### src/sv/spd_pkg.sv
// Package for the serial packet deframer: frame phase and byte kind codes,
// configuration register indexes, reset values and the per-byte result record.
// No dependencies.
package spd_pkg;

  localparam int unsigned COUNTER_WIDTH_DEF = 16;
  localparam int unsigned LEN_W             = 16;
  localparam int unsigned TOTAL_W           = 16;

  localparam logic [7:0]       SYNC_BYTE       = 8'hff;
  localparam logic [LEN_W-1:0] MAX_LENGTH_RST  = 16'd1024;

  // Configuration register indexes
  localparam logic CFG_PACKET_ENABLE = 1'b0;
  localparam logic CFG_MAX_LENGTH    = 1'b1;

  typedef enum logic [2:0] {
    PH_IDLE  = 3'd0,
    PH_SYNC  = 3'd1,
    PH_LENHI = 3'd2,
    PH_SUM   = 3'd3,
    PH_DATA  = 3'd4
  } phase_e;

  typedef enum logic [1:0] {
    KIND_PLAIN   = 2'd0,
    KIND_HEADER  = 2'd1,
    KIND_PAYLOAD = 2'd2
  } kind_e;

  typedef struct packed {
    logic [7:0]         byte_value;
    kind_e              byte_kind;
    logic [LEN_W-1:0]   payload_index;
    logic               frame_end;
    logic               frame_good;
    logic [LEN_W-1:0]   frame_length;
    logic               frame_rejected;
    logic [TOTAL_W-1:0] good_total;
    logic [TOTAL_W-1:0] bad_total;
  } result_t;

endpackage

### src/sv/spd_deframe_core.sv
// Frame tracking core: phase, length, checksum and counter state, and the
// combinational result for the byte held in the input register.
// Depends on spd_pkg.
module spd_deframe_core import spd_pkg::*; #(
  parameter int unsigned COUNTER_WIDTH = COUNTER_WIDTH_DEF
) (
  input  logic             clk_i,
  input  logic             rst_ni,
  input  logic             step_i,
  input  logic             packet_enable_i,
  input  logic [LEN_W-1:0] max_length_i,
  input  logic [7:0]       rx_byte_i,
  output result_t          result_o
);

  phase_e                   phase_q, phase_d;
  logic [LEN_W-1:0]         len_q, len_d;
  logic [7:0]               exp_q, exp_d;
  logic [7:0]               sum_q, sum_d;
  logic [LEN_W-1:0]         cnt_q, cnt_d;
  logic [COUNTER_WIDTH-1:0] good_q, good_d;
  logic [COUNTER_WIDTH-1:0] bad_q, bad_d;

  logic             in_frame;
  logic [LEN_W-1:0] len_new;
  logic [LEN_W:0]   cnt_next;
  logic [7:0]       sum_new;
  kind_e            kind;
  logic [LEN_W-1:0] index;
  logic             end_flag, good_flag, rej_flag;

  assign in_frame = packet_enable_i && ((phase_q != PH_IDLE) || (rx_byte_i == SYNC_BYTE));
  assign len_new  = {len_q[LEN_W-1:8], rx_byte_i};
  assign cnt_next = {1'b0, cnt_q} + (LEN_W+1)'(1);
  assign sum_new  = sum_q + rx_byte_i;

  // Advance the frame state for the current byte
  always_comb begin
    phase_d   = phase_q;
    len_d     = len_q;
    exp_d     = exp_q;
    sum_d     = sum_q;
    cnt_d     = cnt_q;
    good_d    = good_q;
    bad_d     = bad_q;
    kind      = KIND_PLAIN;
    index     = '0;
    end_flag  = 1'b0;
    good_flag = 1'b0;
    rej_flag  = 1'b0;
    if (in_frame) begin
      kind = KIND_HEADER;
      case (phase_q)
        PH_SYNC: begin
          len_d   = {rx_byte_i, 8'h00};
          phase_d = PH_LENHI;
        end
        PH_LENHI: begin
          len_d = len_new;
          if (len_new <= max_length_i) begin
            phase_d = PH_SUM;
          end else begin
            rej_flag = 1'b1;
            phase_d  = PH_IDLE;
          end
        end
        PH_SUM: begin
          exp_d   = rx_byte_i;
          sum_d   = '0;
          cnt_d   = '0;
          phase_d = PH_DATA;
        end
        PH_DATA: begin
          kind  = KIND_PAYLOAD;
          index = cnt_q;
          sum_d = sum_new;
          cnt_d = cnt_next[LEN_W-1:0];
          if (cnt_next >= {1'b0, len_q}) begin
            end_flag = 1'b1;
            phase_d  = PH_IDLE;
            if (sum_new == exp_q) begin
              good_flag = 1'b1;
              good_d    = good_q + COUNTER_WIDTH'(1);
            end else begin
              bad_d = bad_q + COUNTER_WIDTH'(1);
            end
          end
        end
        default: begin
          // idle: the sync byte opens a frame; an unused code also goes to the sync phase
          phase_d = PH_SYNC;
        end
      endcase
    end
  end

  // Build the result record
  always_comb begin
    result_o.byte_value     = rx_byte_i;
    result_o.byte_kind      = kind;
    result_o.payload_index  = index;
    result_o.frame_end      = end_flag;
    result_o.frame_good     = good_flag;
    result_o.frame_length   = in_frame ? len_d : '0;
    result_o.frame_rejected = rej_flag;
    result_o.good_total     = TOTAL_W'(good_d);
    result_o.bad_total      = TOTAL_W'(bad_d);
  end

  // Commit state when the byte moves to the result register
  always_ff @(posedge clk_i or negedge rst_ni) begin
    if (!rst_ni) begin
      phase_q <= PH_IDLE;
      len_q   <= '0;
      exp_q   <= '0;
      sum_q   <= '0;
      cnt_q   <= '0;
      good_q  <= '0;
      bad_q   <= '0;
    end else if (step_i) begin
      phase_q <= phase_d;
      len_q   <= len_d;
      exp_q   <= exp_d;
      sum_q   <= sum_d;
      cnt_q   <= cnt_d;
      good_q  <= good_d;
      bad_q   <= bad_d;
    end
  end

endmodule

### src/sv/serial_packet_deframer.sv
// Serial packet deframer: takes one received byte per request and returns one
// result per byte. Frames are sync 0xff, length high, length low, 8-bit sum,
// then payload; with packet_enable low every byte passes as plain data. The
// block takes a byte every clock cycle while the result side is not stalled
// and returns results in order; a byte is held in the input register, where
// the frame state is applied, and its result then moves to the result register
// when that register is free or being drained, which commits the frame state.
// Depends on spd_pkg and spd_deframe_core.
module serial_packet_deframer import spd_pkg::*; #(
  parameter int unsigned COUNTER_WIDTH = COUNTER_WIDTH_DEF
) (
  input  logic               clk_i,
  input  logic               rst_ni,
  // configuration
  input  logic               cfg_we_i,
  input  logic               cfg_idx_i,
  input  logic [LEN_W-1:0]   cfg_data_i,
  // received bytes
  input  logic               rx_valid_i,
  output logic               rx_ready_o,
  input  logic [7:0]         rx_byte_i,
  // results
  output logic               res_valid_o,
  input  logic               res_ready_i,
  output logic [7:0]         byte_value_o,
  output logic [1:0]         byte_kind_o,
  output logic [LEN_W-1:0]   payload_index_o,
  output logic               frame_end_o,
  output logic               frame_good_o,
  output logic [LEN_W-1:0]   frame_length_o,
  output logic               frame_rejected_o,
  output logic [TOTAL_W-1:0] good_total_o,
  output logic [TOTAL_W-1:0] bad_total_o
);

  logic             pkt_en_q;
  logic [LEN_W-1:0] max_len_q;
  logic             in_valid_q;
  logic [7:0]       in_byte_q;
  logic             out_valid_q;
  result_t          out_q;
  result_t          core_res;
  logic             step;

  // Configuration registers
  always_ff @(posedge clk_i or negedge rst_ni) begin
    if (!rst_ni) begin
      pkt_en_q  <= 1'b0;
      max_len_q <= MAX_LENGTH_RST;
    end else if (cfg_we_i) begin
      case (cfg_idx_i)
        CFG_PACKET_ENABLE: pkt_en_q  <= cfg_data_i[0];
        CFG_MAX_LENGTH:    max_len_q <= cfg_data_i;
        default:           ;
      endcase
    end
  end

  // Move a byte to the result stage when that stage is free or being drained
  assign step       = in_valid_q && (!out_valid_q || res_ready_i);
  assign rx_ready_o = !in_valid_q || step;

  // Input register
  always_ff @(posedge clk_i or negedge rst_ni) begin
    if (!rst_ni) begin
      in_valid_q <= 1'b0;
    end else if (rx_ready_o) begin
      in_valid_q <= rx_valid_i;
    end
  end

  always_ff @(posedge clk_i) begin
    if (rx_valid_i && rx_ready_o) begin
      in_byte_q <= rx_byte_i;
    end
  end

  spd_deframe_core #(
    .COUNTER_WIDTH(COUNTER_WIDTH)
  ) u_core (
    .clk_i          (clk_i),
    .rst_ni         (rst_ni),
    .step_i         (step),
    .packet_enable_i(pkt_en_q),
    .max_length_i   (max_len_q),
    .rx_byte_i      (in_byte_q),
    .result_o       (core_res)
  );

  // Result register
  always_ff @(posedge clk_i or negedge rst_ni) begin
    if (!rst_ni) begin
      out_valid_q <= 1'b0;
    end else if (step) begin
      out_valid_q <= 1'b1;
    end else if (res_ready_i) begin
      out_valid_q <= 1'b0;
    end
  end

  always_ff @(posedge clk_i) begin
    if (step) begin
      out_q <= core_res;
    end
  end

  assign res_valid_o      = out_valid_q;
  assign byte_value_o     = out_q.byte_value;
  assign byte_kind_o      = out_q.byte_kind;
  assign payload_index_o  = out_q.payload_index;
  assign frame_end_o      = out_q.frame_end;
  assign frame_good_o     = out_q.frame_good;
  assign frame_length_o   = out_q.frame_length;
  assign frame_rejected_o = out_q.frame_rejected;
  assign good_total_o     = out_q.good_total;
  assign bad_total_o      = out_q.bad_total;

endmodule

### config.mk
export PLATFORM = sky130hd
export DESIGN_NAME = serial_packet_deframer
export DESIGN_NICKNAME = d
export VERILOG_FILES = /design/src/sv/spd_pkg.sv /design/src/sv/spd_deframe_core.sv /design/src/sv/serial_packet_deframer.sv
export SDC_FILE = /design/constraint.sdc
export NUM_CORES = 1
export LEC_CHECK = 0
export BUFFER_PORTS_ARGS = -buffer_cell sky130_fd_sc_hd__clkbuf_2
export CORE_AREA = 2 2 169 171
export CTS_CLUSTER_DIAMETER = 30
export DETAILED_ROUTE_END_ITERATION = 6
export DIE_AREA = 0 0 171 173
export GPL_TIMING_DRIVEN = 0
export HOLD_SLACK_MARGIN = 0.03
export PLACE_DENSITY = 0.56
export SLEW_MARGIN = 15
export SYNTH_ARGS = -nofsm -noshare
export SYNTH_HDL_FRONTEND = slang
export SYNTH_SLANG_ARGS = --single-unit
### constraint.sdc
create_clock -name clk_i -period 7.5 [get_ports clk_i]
set_input_delay 0.375 -clock clk_i [delete_from_list [all_inputs] [get_ports clk_i]]
set_output_delay 0.375 -clock clk_i [all_outputs]
set_load 0.01 [all_outputs]
Word level (Yosys, flattened, before mapping)
Index checks and enable logic that the tools add are counted.
{"block": "word_totals", "reg_bits": 187, "inputBits": 30, "output_inout_bits": 79, "elab_cells": 75}
{"block": "classes", "add_sub_neg": 4, "magnitude_cmp": 2, "eq_ne": 7, "n_mux": 21, "n_bitwise": 1, "n_reduce_logical": 19}
{"cell": "16-bit 2-to-1 mux", "n": 9}
{"cell": "16-bit one-hot mux with 2 select lines", "n": 2}
{"cell": "16-bit by 1-bit adder with 16-bit output, second input constant", "n": 2}
{"cell": "16-bit by 1-bit adder with 17-bit output, second input constant", "n": 1}
{"cell": "17-bit by 16-bit >= comparator with 1-bit output", "n": 1}
{"cell": "16-bit less-or-equal comparator", "n": 1}
{"cell": "8-bit one-hot mux with 2 select lines", "n": 1}
{"cell": "3-bit one-hot mux with 4 select lines", "n": 1}
{"cell": "3-bit AND reduction", "n": 4}
{"cell": "8-bit adder", "n": 1}
{"cell": "8-bit equality test", "n": 1}
{"cell": "8-bit equality test, second input constant", "n": 1}
{"cell": "2-bit AND reduction", "n": 4}
{"cell": "3-bit by 2-bit equality test with 1-bit output, second input constant", "n": 2}
{"cell": "1-bit 2-to-1 mux", "n": 5}
{"cell": "2-bit 2-to-1 mux", "n": 2}
{"cell": "2-bit nonzero test", "n": 2}
{"cell": "3-bit by 1-bit equality test with 1-bit output, second input constant", "n": 1}
{"cell": "3-bit equality test, second input constant", "n": 1}
{"cell": "1-bit logical AND", "n": 3}
{"cell": "1-bit logical OR", "n": 3}
{"cell": "3-bit 2-to-1 mux", "n": 1}
{"cell": "3-bit nonzero test", "n": 1}
{"cell": "1-bit zero test", "n": 2}
{"cell": "2 further kinds", "n": 2}

Depth between registers and ports, before layout
Gate-level depths: netlist of run 1.
{"block": "logic_depth", "depth_word": 6, "ltp_mapped": 16, "depth_no_buf": 14}

Hierarchy
From an unflattened synthesis of run 1, not the netlist that was laid out.
{"block": "hier_totals", "cells_unflattened": 810, "hier_area_um2": 9444.1}
{"mod": "spd_deframe_core", "n_inst": 1, "cells_each": 680, "area_per_inst_um2": 6109.6, "seq_area_each_um2": 2077.0}
{"mod": "serial_packet_deframer", "n_inst": 1, "cells_each": 130, "area_per_inst_um2": 3334.4, "seq_area_each_um2": 3029.2}

Worst setup path after synthesis of run 1
No wires, ideal clock.
{"block": "synth_timing", "kind": "register to register", "from": "register u_core.cnt_q[0]", "to": "register out_q (netlist bit good_total_o[1]) (data pin)", "setup_time_ps": 262, "arrival_time_ps": 3282, "required_ps": 7238, "path_slack_ps": 3956, "stages_incl_launch_ff": 15, "path_buffers": 1, "period_less_slack_ps": 3544, "path_cell_list": "dfrtp_1 > ha_1 > and3_1 > clkbuf_1 > nand4_1 > nor2_1 > xor2_1 > ha_1 > a21o_1 > a21oi_1 > o21ai_1 > o21ai_1 > inv_1 > and2_4 > mux2_1"}
{"item": "start, declared", "line_no": "spd_deframe_core.sv:20", "text": "logic [LEN_W-1:0] cnt_q, cnt_d;"}
{"item": "start signal, assigned", "line_no": "spd_deframe_core.sv:125", "text": "cnt_q <= cnt_d;"}
{"item": "end signal, assigned", "line_no": "serial_packet_deframer.sv:103", "text": "out_q <= core_res;"}
{"item": "end, declared", "line_no": "serial_packet_deframer.sv:41", "text": "result_t out_q;"}

==> results.yml, run 1 <==
global_routing:
  grt.met1_usage: 0.208
  grt.overflow.total: 0
  grt_pass1_wl_um: 35900
  busiest_layer: "met2"
  grt_antenna_before_repair: 0
  use_met3: 0.0233
  grt_max_degree: 54
  grt_pass1_vias: 6831
  grtUsageMet2: 0.257
  grt.total_usage: 0.154
cells_and_area:
  synthToLayoutAreaGrowth_pct: 17.3
  fin_nets: 1067
  drive_gt1_frac: 0.198
  antenna_cells: 0
drt:
  vias: 6879
  drtPass1Iterations: 5
  drc: 0
  drt-total-wl_um: 22300
  ant_nets: 0
  drt_iter0_drc: 496
  via_per_inst: 4.97
  wl_per_cell_um: 16.1
setup_path:
  cp_max_fo: 10
  startpoint_type: "flop"
  critPathCaptureType: "flop"
  crit_top_cell: "o21ai_1"
  crit_chain: "nand3_1 -> nor3_1 -> and4_1 -> and3_1 -> xor2_1 -> ha_1 -> a21oi_1 -> o21ai_1 -> o21ai_1 -> inv_1 -> and2_4 -> mux2_1"
  arrival_ns: 4.81
  critPathRequiredTime_ns: 7.68
  critical-path-top-delay-family: "simple AND/OR/NAND/NOR gates"
  max_stage_delay_ns: 0.80
  crit_type: "flop to flop"
  critical_path.slowest_cell: "o21ai_1"
  cp_num_buf_inv: 1
power_and_ir_drop:
  p_comb_frac: 0.295
  p_int_uw: 2030
  p_switching_uw: 1080
  ir_worst_vdd_uv: 130
  power_frac_seq: 0.422
  clockPowerShare: 0.283
  power_leakage_uw: 0.00498
  p_per_area_mw_per_mm2: 277
  sw_frac_of_total: 0.348
sta:
  fin_crit_sh: 0.617
  finalHoldViolations: 0
  worst_slew_pin_slew_ns: 1.09
  setup_violations: 0
  finalMaxSlewViolations: 0
  period_needed_ns: 4.63
  timing.hold.ws_ns: 0.113
  skew_ns: 0.0124
  timing.fmax_mhz: 216
  relSlewSlack: 0.271
  tns_ns: 0
  rsz0062_at_grt: "false"
floorplan:
  initial_core_util: 0.347
  core_area_mm2: 0.0276
  fp.dieH_um: 173
  ios: 109
  die_width_um: 171
  dieArea_mm2: 0.0296
  num_rows: 61
synthesis:
  synth_top_area_frac: 0.267
  syn_nets: 937
  seq_area_frac_synth: 0.533
  synth_area_per_cell_um2: 11.1
  synthTopCellsByArea: "edfxtp_1 (27%), dfrtp_1 (26%), ha_1 (5.5%), xnor2_1 (4.5%), xor2_1 (3.4%)"
  ys_seq_elements: 187
  synth_flop_cell: "dfrtp_1"
  yosys.cell_types.count: 72
  synth.largest_area_cell: "edfxtp_1"
  synth.most_common_cell: "dfrtp_1"
  async_flop_share: 0.545
  synth_cells: 864
  yosys-top-cells-count: "dfrtp_1 (101), edfxtp_1 (85), nor2_1 (68)"
  yosys_warnings: 0
  synth_edf_count: 85
  syn_area_mm2: 0.00957
clock_tree:
  ctsResizeCount: 0
  cts_tree: "done"
  path_clk_slew_ns: 0.08
  cts_setup_buffers: 0
  clock_path_buffers: 2
  cts_made_buffers: 17
  cts.sinks: 187
  insertion_delay_ns: 0.43
  htreeDepth: 4
  clock-root-buffer: "clkbuf_16"
status:
  outcome: "finished clean"
place:
  port_buffers: 108
  dp_hpwl_um: 16000
  gp_congestion: 0.813
flow_run:
  max_cap_violations: 0
hold_path:
  hold_path_class: "input pin to flop"
## power groups by stage
stage	logic [µW]	clock network, µW	registers, µW
6_report	918	882	1310
5_1_grt	1030	950	1330
4_1_cts	925	904	1320
3_5_place_dp	918	0	1340
3_3_place_gp	897	0	1340
2_1_floorplan	640	0	1340
## what timing repair did
action                                  CTS  global route
hold endpoints to repair                 48             0
endpoints found under the setup margin    0             0
hold buffers                              1             0
## cell families (layout without fill, tap and decap cells)
kind of cell             count (synthesis)  in the layout  synth area share
AND/OR/NAND/NOR                        293            293             0.162
flip-flops                             187            187             0.533
AO/OA/AOI/OAI                          150            150            0.0984
XOR/XNOR                                88             88            0.0834
buffers and inverters                   75            218            0.0332
adder cells (fa/ha/maj)                 43             43            0.0570
multiplexers                            28             28            0.0329
## sequential cells by signal, indices dropped and copies added, names as in the netlist, 2 cells and up
name / flops
bad_total_o: 16
byte_kind_o: 2
byte_value_o: 8
frame_length_o: 16
good_total_o: 16
in_byte_q: 8
max_len_q: 16
payload_index_o: 16
u_core.bad_q: 16
u_core.cnt_q: 16
u_core.exp_q: 8
u_core.good_q: 16
u_core.len_q: 16
u_core.phase_q: 3
u_core.sum_q: 8
## metrics by stage
step           instance area (µm²)  worst slack [ns]  power (µW)  cells  utilization
6_report                     11200              2.87        3110   1385        0.406
3_3_place_gp                 10600              2.22        2230   1350        0.383
5_1_grt                      11200              2.55        3310   1385        0.406
2_1_floorplan                 9570              3.96        1980    864            -
3_5_place_dp                 10700              2.88        2250   1352        0.386
4_1_cts                      11200              2.84        3140   1385        0.406
## layout make-up
| class | instances | area (µm²) |
|---|---|---|
| Timing Repair Buffer | 111 | 614 |
| Multi-Input combinational cell | 602 | 4150 |
| Buffer | 37 | 175 |
| Inverter | 38 | 143 |
| Clock inverter | 14 | 128 |
| Fill cell | 2747 | 16400 |
| Clock buffer | 18 | 439 |
| Sequential cell | 187 | 5110 |
| Tap cell | 378 | 473 |
## metal layers
metal  vias up  wire [µm]
met4         0        346
met5         -          0
met2       123      11000
li1       3351          -
met1      3385      10300
met3        20        617
## worst register-to-register path, cell delays in order, from the launching register on
cell and delay, ns:
dfrtp_1 0.48, nand3_1 0.21, nor3_1 0.72, and4_1 0.39, and3_1 0.24, xor2_1 0.18
ha_1 0.26, a21oi_1 0.20, o21ai_1 0.13, o21ai_1 0.80, inv_1 0.22, and2_4 0.24
mux2_1 0.31
## path summary, 6_finish.rpt
path | startpoint | endpoint | slack [ns] | cells past startpoint
max in group asynchronous | rst_ni | u_core.bad_q[10]$_DFFE_PN0P_ | 6.40 | 3
worst min-delay path | rx_byte_i[3] | in_byte_q[3]$_DFFE_PP_ | 0.11 | 1
worst max register to register | u_core.cnt_q[2]$_DFFE_PN0P_ | good_total_o[1]$_DFFE_PP_ | 2.87 | 12
worst max-delay path | u_core.cnt_q[2]$_DFFE_PN0P_ | good_total_o[1]$_DFFE_PP_ | 2.87 | 12
worst min register to register | u_core.bad_q[15]$_DFFE_PN0P_ | u_core.bad_q[15]$_DFFE_PN0P_ | 0.49 | 1
min in group asynchronous | rst_ni | max_len_q[1]$_DFFE_PN0P_ | 0.45 | 2
## layout by cell type (no fill, tap or decap), types with 6 or more instances in the layout
master | synthesis | routed
xor2_1 | 37 | 37
inv_1 | 38 | 38
o21ai_0 | 49 | 49
mux2_2 | 24 | 24
nand3_1 | 27 | 27
nor4_1 | 10 | 10
o31ai_1 | 6 | 6
clkbuf_1 | 25 | 25
buf_2 | 7 | 7
and3_1 | 19 | 19
xnor2_1 | 49 | 49
ha_1 | 42 | 42
nor2_1 | 68 | 68
clkbuf_2 | 1 | 108
dfrtp_1 | 101 | 101
nand4_1 | 23 | 23
a21oi_1 | 46 | 46
nand2_1 | 63 | 63
clkbuf_16 | 0 | 17
and2_1 | 26 | 25
nand2b_1 | 12 | 12
edfxtp_1 | 85 | 85
nor3_1 | 9 | 9
Power figures use the tool's default switching activity.
==> run 2: changes to the inputs <==
Clock period 7.5 ns to 4.26 ns, I/O delays scaled along.
==> results.yml, run 2 (same netlist as run 1, synthesis figures left out) <==
power_and_ir_drop:
  ir_worst_vdd_uv: 228
  p_per_area_mw_per_mm2: 478
  p_total_uw: 5500
  power_leakage_uw: 0.00509
drt:
  wl_per_cell_um: 16.0
  drc: 0
  drtPass1Iterations: 5
  vias: 6974
  via_per_inst: 4.94
  ant_nets: 0
  drt_iter0_drc: 518
  drt-total-wl_um: 22500
sta:
  worst_slew_pin_slew_ns: 1.03
  finalMaxSlewViolations: 0
  skew_ns: 0.0125
  fin_crit_sh: 0.915
  relSlewSlack: 0.311
  period_needed_ns: 3.90
  setup_violations: 0
  finalHoldViolations: 0
  timing.fmax_mhz: 256
setup_path:
  startpoint_type: "flop"
  r2r_cells: 14
  critical_path.slowest_cell: "dfrtp_1"
  critPathCaptureType: "flop"
  r2r-start: "u_core.cnt_q[0]$_DFFE_PN0P_"
  crit_top_cell: "ha_1"
  r2r_end: "good_total_o[1]$_DFFE_PP_"
  max_stage_delay_ns: 0.44
  crit_type: "flop to flop"
  critPathRequiredTime_ns: 4.44
  arrival_ns: 4.08
  r2r_slack_ns: 0.36
  cp_max_fo: 8
  crit_chain: "ha_1 -> and3_1 -> clkbuf_1 -> nand4_1 -> nor2_2 -> xor2_1 -> ha_1 -> a21o_1 -> a21oi_1 -> o21ai_1 -> o21ai_4 -> inv_1 -> and2_4 -> mux2_1"
floorplan:
  core_area_mm2: 0.0276
  num_rows: 61
  ios: 109
  fp.dieH_um: 173
  die_width_um: 171
  dieArea_mm2: 0.0296
  initial_core_util: 0.347
cells_and_area:
  antenna_cells: 0
  synthToLayoutAreaGrowth_pct: 20.2
  drive_gt1_frac: 0.197
  most-common-layout-cells: "clkbuf_2 (108), dfrtp_1 (101), edfxtp_1 (85)"
  layout_commonest_cell: "clkbuf_2"
  fin_nets: 1093
  final_area_mm2: 0.0115
hold_path:
  min_path_cells: 2
  min_to: "max_len_q[0]$_DFFE_PN0P_"
  hold_path_class: "input pin to flop"
  holdCritStartpoint: "cfg_data_i[0]"
clock_tree:
  insertion_delay_ns: 0.43
  cts_made_buffers: 17
  clock_path_buffers: 2
  cts.sinks: 187
  clock-root-buffer: "clkbuf_16"
  cts_tree: "done"
  path_clk_slew_ns: 0.08
  htreeDepth: 4
global_routing:
  grt_max_degree: 54
  grt_antenna_before_repair: 0
  grt.overflow.total: 0
  grt_pass1_vias: 6973
  grt_pass1_wl_um: 36300
  grt.total_usage: 0.156
flow_run:
  max_cap_violations: 0
place:
  place_area_mm2: 0.0107
  dp_hpwl_um: 16000
  port_buffers: 108
  gp_congestion: 0.813
status:
  outcome: "finished clean"
## run 2: cell types whose count changed in the layout (fill, tap and decap cells not counted), sizes merged
cell         before  now
buf              13   15
dlygate4sd3       1   25
## run 2: how the worst max path moves through the flow
stage                           startpoint                     endpoint  slack, ns  depth (start not counted)
6_report       u_core.cnt_q[0]$_DFFE_PN0P_    good_total_o[1]$_DFFE_PP_       0.36                         14
5_1_grt        u_core.cnt_q[0]$_DFFE_PN0P_    good_total_o[1]$_DFFE_PP_      -0.02                         14
4_1_cts        u_core.cnt_q[0]$_DFFE_PN0P_    good_total_o[1]$_DFFE_PP_       0.03                         14
3_5_place_dp   u_core.cnt_q[2]$_DFFE_PN0P_    good_total_o[1]$_DFFE_PP_      -0.36                         12
3_3_place_gp       res_valid_o$_DFFE_PN0P_  u_core.cnt_q[8]$_DFFE_PN0P_      -0.92                          5
2_1_floorplan  u_core.cnt_q[0]$_DFFE_PN0P_    good_total_o[1]$_DFFE_PP_       0.72                         14
## run 2: critical path, delay by kind of cell (launching register included)
family                   cells  cell delay (ns)
AO/OA/AOI/OAI                4             0.83
buffers and inverters        2             0.38
AND/OR/NAND/NOR              4             0.95
adder cells (fa/ha/maj)      2             0.54
flip-flops                   1             0.44
XOR/XNOR                     1             0.19
multiplexers                 1             0.31
## run 2: through the flow
stage               setup TNS [ns]   util  cells  setup WS (ns)  hold WS (ns)
global placement            -23.01  0.383   1350         -0.924         0.393
CTS                              0  0.415   1409         0.0312        0.0373
floorplan                        0      -    864          0.716       -0.0826
detailed placement           -5.63  0.386   1352         -0.357         0.203
finish                           0  0.416   1411          0.360        0.0554
global route               -0.0176  0.416   1411        -0.0176        0.0422
## run 2: metal layers
metal  routed length, µm  up-vias  part of all wire  GRT usage
met5                   0        -                 0          0
met4                 357        0             0.016     0.0480
met3                 582       20             0.026     0.0233
met2               11300      112              0.50      0.262
met1               10300     3429              0.46      0.207
li1                    -     3413                 -          -
## run 2: area by class of cell
class,count,area (µm²)
buffer,37,175
timing repair buffer,137,870
sequential,187,5110
clock buffer,18,439
inverter,38,143
fill,2721,16100
clock inverter,14,128
tap,378,473
multi-input combinational,602,4170
## run 2: timing repair
| action | CTS | global route |
|---|---|---|
| hold buffers | 25 | 0 |
| endpoints found under the setup margin | 26 | 26 |
| hold endpoints to repair | 72 | 0 |
| resized for setup | 2 | 2 |
| pin swaps | 0 | 1 |
| setup buffers | 0 | 2 |
## run 2: power by group
part	internal, µW	switching (µW)
sequential	2160	154
clock	788	762
combinational	639	995
